### config.mk
export PLATFORM = sky130hd
export DESIGN_NAME = ps2_mouse_packet_cursor_top
export DESIGN_NICKNAME = d
export VERILOG_FILES = /design/src/rtl/core/ps2mc_pkg.sv /design/src/rtl/core/ps2mc_cfg_regs.sv /design/src/rtl/core/ps2mc_axis_clamp.sv /design/src/rtl/core/ps2mc_tracker.sv /design/src/rtl/core/ps2_mouse_packet_cursor_top.sv
export SDC_FILE = /design/constraint.sdc
export NUM_CORES = 1
export LEC_CHECK = 0
export ABC_CLOCK_PERIOD_IN_PS = 5100
export BUFFER_PORTS_ARGS = -buffer_cell sky130_fd_sc_hd__buf_4
export CAP_MARGIN = 20
export CORE_MARGIN = 4
export CORE_UTILIZATION = 34
export CTS_CLUSTER_DIAMETER = 40
export DETAILED_ROUTE_END_ITERATION = 16
export GPL_ROUTABILITY_DRIVEN = 0
export GPL_TIMING_DRIVEN = 0
export PLACE_DENSITY_LB_ADDON = 0.08
export SLEW_MARGIN = 25
export SYNTH_ARGS = -nofsm -noshare
export SYNTH_HDL_FRONTEND = slang
export SYNTH_SLANG_ARGS = --single-unit
### constraint.sdc
create_clock -name clk_i -period 5.1 [get_ports clk_i]
set_clock_uncertainty 0.2 [all_clocks]
set_input_delay 0.765 -clock clk_i [delete_from_list [all_inputs] [get_ports clk_i]]
set_output_delay 0.765 -clock clk_i [all_outputs]
set_load 0.01 [all_outputs]
### src/rtl/core/ps2mc_pkg.sv
// Shared types and constants for the PS/2 mouse packet cursor block.
package ps2mc_pkg;

  // Default position width and field widths.
  localparam int unsigned POS_BITS_DEF = 12;
  localparam int unsigned LIM_BITS     = 12;
  localparam int unsigned CURSOR_BITS  = 12;
  localparam int unsigned BYTE_BITS    = 8;

  // Reset values of the screen limits.
  localparam logic [LIM_BITS-1:0] DEF_WIDTH  = LIM_BITS'(320);
  localparam logic [LIM_BITS-1:0] DEF_HEIGHT = LIM_BITS'(200);

  // Configuration port geometry.
  localparam int unsigned APB_ADDR_BITS = 3;
  localparam int unsigned APB_DATA_BITS = 32;

  // Register indexes.
  typedef enum logic {
    REG_WIDTH  = 1'b0,
    REG_HEIGHT = 1'b1
  } reg_idx_e;

  // Position of the next byte within a three-byte packet.
  typedef enum logic [1:0] {
    PH_FLAGS = 2'd0,
    PH_DX    = 2'd1,
    PH_DY    = 2'd2
  } phase_e;

  // Screen limits handed from the register block to the tracker.
  typedef struct packed {
    logic [LIM_BITS-1:0] width;
    logic [LIM_BITS-1:0] height;
  } cfg_t;

  // One result item.
  typedef struct packed {
    logic [CURSOR_BITS-1:0] cursor_x;
    logic [CURSOR_BITS-1:0] cursor_y;
    logic                   button_left;
    logic                   button_right;
    logic                   button_middle;
    logic                   packet_done;
  } res_t;

endpackage

### src/rtl/core/ps2mc_cfg_regs.sv
// Configuration registers for the screen limits, written over the register port.
module ps2mc_cfg_regs import ps2mc_pkg::*; (
  input  logic                     clk_i,
  input  logic                     rst_ni,
  input  logic                     psel,
  input  logic                     penable,
  input  logic                     pwrite,
  input  logic [APB_ADDR_BITS-1:0] paddr,
  input  logic [APB_DATA_BITS-1:0] pwdata,
  output logic [APB_DATA_BITS-1:0] prdata,
  output logic                     pready,
  output cfg_t                     cfg_o
);

  cfg_t     cfg_q, cfg_d;
  reg_idx_e idx;
  logic     wr_en;

  assign pready = 1'b1;
  assign idx    = reg_idx_e'(paddr[2]);
  assign wr_en  = psel && penable && pwrite && pready;

  always_comb begin
    cfg_d = cfg_q;
    if (wr_en) begin
      unique case (idx)
        REG_WIDTH:  cfg_d.width  = pwdata[LIM_BITS-1:0];
        REG_HEIGHT: cfg_d.height = pwdata[LIM_BITS-1:0];
        default:    cfg_d = cfg_q;
      endcase
    end
  end

  always_ff @(posedge clk_i or negedge rst_ni) begin
    if (!rst_ni) begin
      cfg_q.width  <= DEF_WIDTH;
      cfg_q.height <= DEF_HEIGHT;
    end else begin
      cfg_q <= cfg_d;
    end
  end

  always_comb begin
    unique case (idx)
      REG_WIDTH:  prdata = APB_DATA_BITS'(cfg_q.width);
      REG_HEIGHT: prdata = APB_DATA_BITS'(cfg_q.height);
      default:    prdata = '0;
    endcase
  end

  assign cfg_o = cfg_q;

endmodule

### src/rtl/core/ps2mc_axis_clamp.sv
// Adds a 9-bit signed delta to one cursor axis and clamps it to the screen limit.
module ps2mc_axis_clamp import ps2mc_pkg::*; #(
  parameter int unsigned POS_BITS = POS_BITS_DEF
) (
  input  logic [POS_BITS-1:0]  pos_i,
  input  logic                 sign_i,
  input  logic [BYTE_BITS-1:0] low_i,
  input  logic [LIM_BITS-1:0]  limit_i,
  output logic [POS_BITS-1:0]  pos_o
);

  localparam int unsigned WideBits = ((POS_BITS > LIM_BITS) ? POS_BITS : LIM_BITS) + 2;
  localparam logic signed [WideBits-1:0] Cap = WideBits'(2 ** POS_BITS);

  logic signed [WideBits-1:0] delta, sum, lim_in, lim, lim_m1, clamped;

  always_comb begin
    delta   = WideBits'(signed'({sign_i, low_i}));
    sum     = signed'(WideBits'(pos_i)) + delta;
    lim_in  = signed'(WideBits'(limit_i));
    // The limit is capped so the position always fits the register.
    lim     = (lim_in > Cap) ? Cap : lim_in;
    lim_m1  = lim - signed'(WideBits'(1));
    clamped = (sum >= lim) ? lim_m1 : sum;
    // A zero limit makes the upper clamp negative; the lower clamp then wins.
    pos_o   = clamped[WideBits-1] ? '0 : clamped[POS_BITS-1:0];
  end

endmodule

### src/rtl/core/ps2mc_tracker.sv
// Input register, packet state, cursor update and result register.
module ps2mc_tracker import ps2mc_pkg::*; #(
  parameter int unsigned POS_BITS = POS_BITS_DEF
) (
  input  logic                 clk_i,
  input  logic                 rst_ni,
  input  cfg_t                 cfg_i,
  input  logic                 in_valid_i,
  input  logic [BYTE_BITS-1:0] in_byte_i,
  output logic                 in_ready_o,
  output logic                 out_valid_o,
  input  logic                 out_ready_i,
  output res_t                 res_o
);

  localparam logic [POS_BITS-1:0] PosXRst = POS_BITS'(DEF_WIDTH / 2);
  localparam logic [POS_BITS-1:0] PosYRst = POS_BITS'(DEF_HEIGHT / 2);

  logic                 in_valid_q, in_valid_d;
  logic [BYTE_BITS-1:0] in_byte_q;
  logic                 out_valid_q, out_valid_d;
  res_t                 res_q, res_d;

  logic                 skip_q, skip_d;
  phase_e               phase_q, phase_d;
  logic                 sign_x_q, sign_x_d, sign_y_q, sign_y_d;
  logic [POS_BITS-1:0]  pos_x_q, pos_x_d, pos_y_q, pos_y_d;
  logic [2:0]           btn_q, btn_d;
  logic                 done;

  logic                 fire_in, out_free, step;
  logic [POS_BITS-1:0]  new_x, new_y;

  assign out_free   = !out_valid_q || out_ready_i;
  assign in_ready_o = !in_valid_q || out_free;
  assign fire_in    = in_valid_i && in_ready_o;
  assign step       = in_valid_q && out_free;

  ps2mc_axis_clamp #(.POS_BITS(POS_BITS)) u_clamp_x (
    .pos_i   (pos_x_q),
    .sign_i  (sign_x_q),
    .low_i   (in_byte_q),
    .limit_i (cfg_i.width),
    .pos_o   (new_x)
  );

  ps2mc_axis_clamp #(.POS_BITS(POS_BITS)) u_clamp_y (
    .pos_i   (pos_y_q),
    .sign_i  (sign_y_q),
    .low_i   (in_byte_q),
    .limit_i (cfg_i.height),
    .pos_o   (new_y)
  );

  always_comb begin
    skip_d   = skip_q;
    phase_d  = phase_q;
    sign_x_d = sign_x_q;
    sign_y_d = sign_y_q;
    pos_x_d  = pos_x_q;
    pos_y_d  = pos_y_q;
    btn_d    = btn_q;
    done     = 1'b0;
    if (step) begin
      if (skip_q) begin
        // The first byte after reset is dropped.
        skip_d = 1'b0;
      end else begin
        unique case (phase_q)
          PH_DX: begin
            pos_x_d = new_x;
            phase_d = PH_DY;
          end
          PH_DY: begin
            pos_y_d = new_y;
            phase_d = PH_FLAGS;
            done    = 1'b1;
          end
          default: begin
            btn_d    = in_byte_q[2:0];
            sign_x_d = in_byte_q[4];
            sign_y_d = in_byte_q[5];
            phase_d  = PH_DX;
          end
        endcase
      end
    end

    res_d.cursor_x      = CURSOR_BITS'(pos_x_d);
    res_d.cursor_y      = CURSOR_BITS'(pos_y_d);
    res_d.button_left   = btn_d[0];
    res_d.button_right  = btn_d[1];
    res_d.button_middle = btn_d[2];
    res_d.packet_done   = done;

    if (fire_in) begin
      in_valid_d = 1'b1;
    end else if (step) begin
      in_valid_d = 1'b0;
    end else begin
      in_valid_d = in_valid_q;
    end

    if (step) begin
      out_valid_d = 1'b1;
    end else if (out_ready_i) begin
      out_valid_d = 1'b0;
    end else begin
      out_valid_d = out_valid_q;
    end
  end

  always_ff @(posedge clk_i or negedge rst_ni) begin
    if (!rst_ni) begin
      in_valid_q  <= 1'b0;
      out_valid_q <= 1'b0;
      skip_q      <= 1'b1;
      phase_q     <= PH_FLAGS;
      sign_x_q    <= 1'b0;
      sign_y_q    <= 1'b0;
      pos_x_q     <= PosXRst;
      pos_y_q     <= PosYRst;
      btn_q       <= '0;
    end else begin
      in_valid_q  <= in_valid_d;
      out_valid_q <= out_valid_d;
      skip_q      <= skip_d;
      phase_q     <= phase_d;
      sign_x_q    <= sign_x_d;
      sign_y_q    <= sign_y_d;
      pos_x_q     <= pos_x_d;
      pos_y_q     <= pos_y_d;
      btn_q       <= btn_d;
    end
  end

  always_ff @(posedge clk_i) begin
    if (fire_in) begin
      in_byte_q <= in_byte_i;
    end
    if (step) begin
      res_q <= res_d;
    end
  end

  assign out_valid_o = out_valid_q;
  assign res_o       = res_q;

  // Once the first byte has been dropped, dropping never resumes.
  a_skip_once: assert property (@(posedge clk_i) disable iff (!rst_ni)
    !skip_q |=> !skip_q)
    else $error("skip flag set again after the first byte");

  // A Y delta byte always produces a packet-complete result.
  a_done_on_dy: assert property (@(posedge clk_i) disable iff (!rst_ni)
    step && !skip_q && (phase_q == PH_DY) |=> out_valid_q && res_q.packet_done)
    else $error("Y delta byte did not complete a packet");

  // A held input byte is not lost or overwritten while the result side stalls.
  a_hold_input: assert property (@(posedge clk_i) disable iff (!rst_ni)
    in_valid_q && !out_free |=> in_valid_q && $stable(in_byte_q))
    else $error("input byte lost during stall");

  // No packet completes while the first byte is still being dropped.
  a_no_done_skip: assert property (@(posedge clk_i) disable iff (!rst_ni)
    step && skip_q |=> !res_q.packet_done)
    else $error("packet marked complete on the dropped byte");

endmodule

### src/rtl/core/ps2_mouse_packet_cursor_top.sv
// Top level of the PS/2 mouse packet decoder with a clamped screen cursor.
//
// This block takes the bytes received from a PS/2 mouse, one request per
// byte on the input stream, and returns one request per byte on the output
// stream. The first byte after reset is dropped (it still produces a result
// carrying the reset cursor). The following bytes form three-byte packets:
// a flags byte that sets the left, right and middle buttons and latches the
// X and Y sign bits, then a 9-bit signed X delta, then a 9-bit signed Y delta.
// Each delta moves the cursor, which is clamped to 0 and to one less than the
// configured horizontal or vertical screen limit (and to the POS_BITS position
// range); a limit of zero parks that axis at 0. The sync bit, the overflow
// bits and Y inversion are ignored. Output tlast marks the byte that completed
// a packet. Each byte passes through an input register and then the result
// register, and a new byte is accepted every cycle while the output is not
// stalled; the cursor update is a single add-and-clamp per axis between those
// registers. The result register is held while the output stalls or no byte
// waits, and the input register keeps accepting while the result can move on.
// Screen limits are written at byte addresses 0 (width) and 4 (height) and
// take effect at the next delta on that axis; write them only while the block
// is idle.
module ps2_mouse_packet_cursor_top import ps2mc_pkg::*; #(
  parameter int unsigned POS_BITS = POS_BITS_DEF
) (
  input  logic                     clk_i,
  input  logic                     rst_ni,
  // Input stream.
  input  logic                     s_axis_tvalid,
  output logic                     s_axis_tready,
  input  logic [7:0]               s_axis_tdata,   // [7:0] rx_byte
  // Output stream.
  output logic                     m_axis_tvalid,
  input  logic                     m_axis_tready,
  // [11:0] cursor_x, [23:12] cursor_y, [24] button_left,
  // [25] button_right, [26] button_middle, [31:27] zero
  output logic [31:0]              m_axis_tdata,
  output logic                     m_axis_tlast,   // packet_done
  // Register port.
  input  logic                     psel,
  input  logic                     penable,
  input  logic                     pwrite,
  input  logic [APB_ADDR_BITS-1:0] paddr,
  input  logic [APB_DATA_BITS-1:0] pwdata,
  output logic [APB_DATA_BITS-1:0] prdata,
  output logic                     pready
);

  cfg_t cfg;
  res_t res;

  ps2mc_cfg_regs u_cfg (
    .clk_i   (clk_i),
    .rst_ni  (rst_ni),
    .psel    (psel),
    .penable (penable),
    .pwrite  (pwrite),
    .paddr   (paddr),
    .pwdata  (pwdata),
    .prdata  (prdata),
    .pready  (pready),
    .cfg_o   (cfg)
  );

  ps2mc_tracker #(.POS_BITS(POS_BITS)) u_tracker (
    .clk_i       (clk_i),
    .rst_ni      (rst_ni),
    .cfg_i       (cfg),
    .in_valid_i  (s_axis_tvalid),
    .in_byte_i   (s_axis_tdata),
    .in_ready_o  (s_axis_tready),
    .out_valid_o (m_axis_tvalid),
    .out_ready_i (m_axis_tready),
    .res_o       (res)
  );

  // Pack the result fields from the lowest bit up, zero-filled to 32 bits.
  assign m_axis_tdata = {5'b0, res.button_middle, res.button_right, res.button_left,
                         res.cursor_y, res.cursor_x};
  assign m_axis_tlast = res.packet_done;

endmodule

==> metrics.md <==
| Metric | Value |
|---|---|
| Outcome | `completed` |
| WL/cell | `17.5 um` |
| Fin nets | `796` |
| Synth area leaders | `dfrtp_1 (19%), edfxtp_1 (18%), ha_1 (11%)` |
| Drt first pass iters | `4` |
| I/O pin count | `118` |
| Yosys warns | `0` |
| Number of clock sinks | `94` |
| Seq cells post-synth | `94` |
| Critical Path Start Type | `flip-flop` |
| Final Hold Viols | `0` |
| Critical path cell sequence | `ha_1 -> fa_1 -> a21oi_2 -> nand4b_1 -> nand3b_1 -> a221o_2 -> o311ai_4 -> ha_1 -> a2111oi_4 -> o21ai_2 -> a211oi_2 -> nor3_2 -> o211ai_2 -> o31ai_4 -> buf_6 -> or2_0 -> a32o_1` |
| Slew @ Worst Pin | `0.782 ns` |
| Syn avg cell area | `10.4 um^2` |
| Antenna diodes | `0` |
| Die area | `0.0201 mm^2` |
| PortBufs | `68` |
| Met3 Use GR | `0.0283` |
| Initial Utilization | `0.349` |
| Total grt overflow | `0` |
| Worst path bufs/invs | `1` |
| Vias | `4580` |
| Critical path data required time | `5.00 ns` |
| Max FO, Critical Path | `10` |
| Most used DFF post-synth | `dfrtp_1` |
| Yosys top cell area share | `0.193` |
| Slew HR | `0.479` |
| PD cells | `622 mW/mm^2` |
| Die width | `142 um` |
| Mapped cell area | `0.00609 mm^2` |
| Post-synth cell types | `73` |
| Met2 GRT Util | `0.292` |
| Largest net degree at the start of global routing | `59` |
| Yosys top cell by area | `dfrtp_1` |
| Post-Place Worst Slack | `-0.184 ns` |
| Sequential area share after synthesis | `0.418` |
| Root buf cell | `clkbuf_16` |
| Total length of routed wires | `16.1 mm` |
| R2R Setup Slk | `0.27 ns` |
| Max incr delay on CP | `0.44 ns` |
| # setup viols final | `0` |
| Ys async rst share | `0.617` |
| Met1 Use GR | `0.195` |
| CP delay by family, top | `compound AO/OA/AOI/OAI gates` |
| Final cycle utilization of the critical path | `0.946` |
| TritonCTS Buffers | `9` |
| Hold Path Class | `input port to async pin` |
| Row Count | `48` |
| GRT Overall Usage | `0.163` |
| Most used cell, CP | `ha_1` |
| Die Height | `142 um` |
| Routed vias/inst | `4.98` |
| EDFF count, synth | `36` |
| Slowest cell on crit path | `edfxtp_1` |
| Clk Latency, worst-skew pair | `0.36 ns` |
| Longest Clk Path Bufs | `2` |
| Max VDD drop | `0.216 mV` |
| Area Growth Syn to Fin | `21.0%` |
| First-pass GRT wire length | `25.3 mm` |
| CTS H-tree depth | `3` |
| RSZ-0062 raised after global routing | `true` |
| Routed Antenna Nets | `0` |
| Vias in the first global route | `4674` |
| Initial DRC count | `210` |
| Leak pwr | `3.31 nW` |
| Layout cell share with drive strength beyond 1 | `0.277` |
| CP Capture Type | `flip-flop` |
| Top cells by count, synth | `ha_1 (55), nand2_1 (55), dfrtp_1 (47)` |
| Final TNS setup | `0 ns` |
| Initial antenna violation count | `0` |
| WP data arrival | `4.72 ns` |
| Core area | `0.0174 mm^2` |
| GRT Max-Usage Layer | `met2` |
| Mapped Cells | `583` |
| Dpl hpwl | `12.7 mm` |
| MaxCap Viol Count | `0` |
| Min setup slack post-route | `0.273 ns` |
| Slew Viols, Final | `0` |
| CTS clock-pin slew for the worst setup and hold paths | `0.07 ns` |
| Drt drc | `0` |
| Highest clock rate | `0.207 GHz` |
| Post-layout min period | `4.83 ns` |
| Critical path class | `flip-flop to flip-flop` |
| CTS tree | `done` |
[power breakdown]
part | switching [mW] | total, mW | leakage (nW) | internal (mW)
clock network | 0.308 | 0.691 | 0.145 | 0.384
logic | 1.48 | 2.66 | 2.11 | 1.18
registers | 0.177 | 1.23 | 1.05 | 1.05
total | 1.97 | 4.58 | 3.31 | 2.62
[cells in the final DEF, fill, tap and decap left out, types with 7 or more instances in the layout]
cell type / synthesis / layout
clkbuf_16: 0 / 9
dfstp_2: 11 / 11
mux2_2: 32 / 32
o21ai_0: 26 / 26
nor3_1: 14 / 13
mux2i_1: 9 / 9
o21ai_1: 7 / 7
a21oi_1: 19 / 17
dfrtp_1: 47 / 47
xnor2_1: 21 / 21
nand2_1: 55 / 55
nand2b_1: 9 / 9
ha_1: 55 / 55
nor2_1: 25 / 25
xor2_1: 15 / 15
nand4_1: 7 / 7
inv_1: 43 / 42
edfxtp_1: 36 / 36
buf_4: 26 / 97
nand3_1: 14 / 14
o221ai_2: 0 / 7
conb_1: 2 / 26
[state kept, by name, summed over array words and instances (netlist names), 2 cells and up]
name                 cells
u_cfg.cfg_o             24
u_tracker.phase_q        2
u_tracker.in_byte_q      8
u_tracker.pos_y_q       12
u_tracker.res_o         28
u_tracker.btn_q          3
u_tracker.pos_x_q       12
[per-stage QoR]
step                area (um^2)   util  power, mW  hold slack, ns  cells
floorplan                  6180      -       3.11           0.257    607
global placement           6970  0.400       3.74           0.277    900
detailed placement         6970  0.400       3.80           0.280    900
CTS                        7270  0.417       4.53           0.291    916
global route               7370  0.423       4.97           0.311    919
finish                     7370  0.423       4.58           0.290    919
[cell families (layout without fill, tap and decap cells)]
kind of cell	after synthesis	in the layout	share of synthesized area
AOI/OAI and AO/OA	120	120	0.143
xor gates and xnor gates	36	36	0.0518
adders and majority gates	57	57	0.120
buffers and inverters	81	168	0.0699
DFF	94	94	0.418
muxes	41	41	0.0740
other	2	26	0.00123
and+or+nand+nor	152	152	0.122
[final cells by class]
type	count	area, um^2
Clock buffer	11	233
Buffer	38	264
Clock inverter	5	60.1
Multi-Input combinational cell	432	3290
Tap cell	225	282
Timing Repair Buffer	71	533
Fill cell	1724	10100
Sequential cell	94	2550
Inverter	43	161
[worst paths after layout]
| path | start | to | cells after the start |
|---|---|---|---|
| worst min register to register | u_tracker.pos_y_q[5] | u_tracker.pos_y_q[5] | 2 |
| worst max-delay path | u_tracker.in_byte_q[0] | u_tracker.res_o[15] | 17 |
| worst min-delay path | rst_ni | u_tracker.pos_y_q[10] | 1 |
| worst max register to register | u_tracker.in_byte_q[0] | u_tracker.res_o[15] | 17 |
| max in group asynchronous | rst_ni | u_tracker.in_valid_q | 1 |
| min in group clk_i | u_tracker.pos_y_q[5] | u_tracker.pos_y_q[5] | 2 |
[what timing repair did]
action / 4_1_cts / 5_1_grt
gates resized for setup: 2 / 13
pin swaps: 0 / 1
hold endpoints to repair: 0 / 0
endpoints found under the setup margin: 13 / 41
hold buffers: 0 / 0
setup buffers: 0 / 3
[metal layers]
| layer | part of all wire | vias to the layer above |
|---|---|---|
| li1 | - | 2253 |
| met1 | 0.43 | 2224 |
| met2 | 0.51 | 79 |
| met3 | 0.031 | 24 |
| met4 | 0.023 | 0 |
| met5 | 0 | - |
No activity file was read; power rests on OpenSTA's default activity.
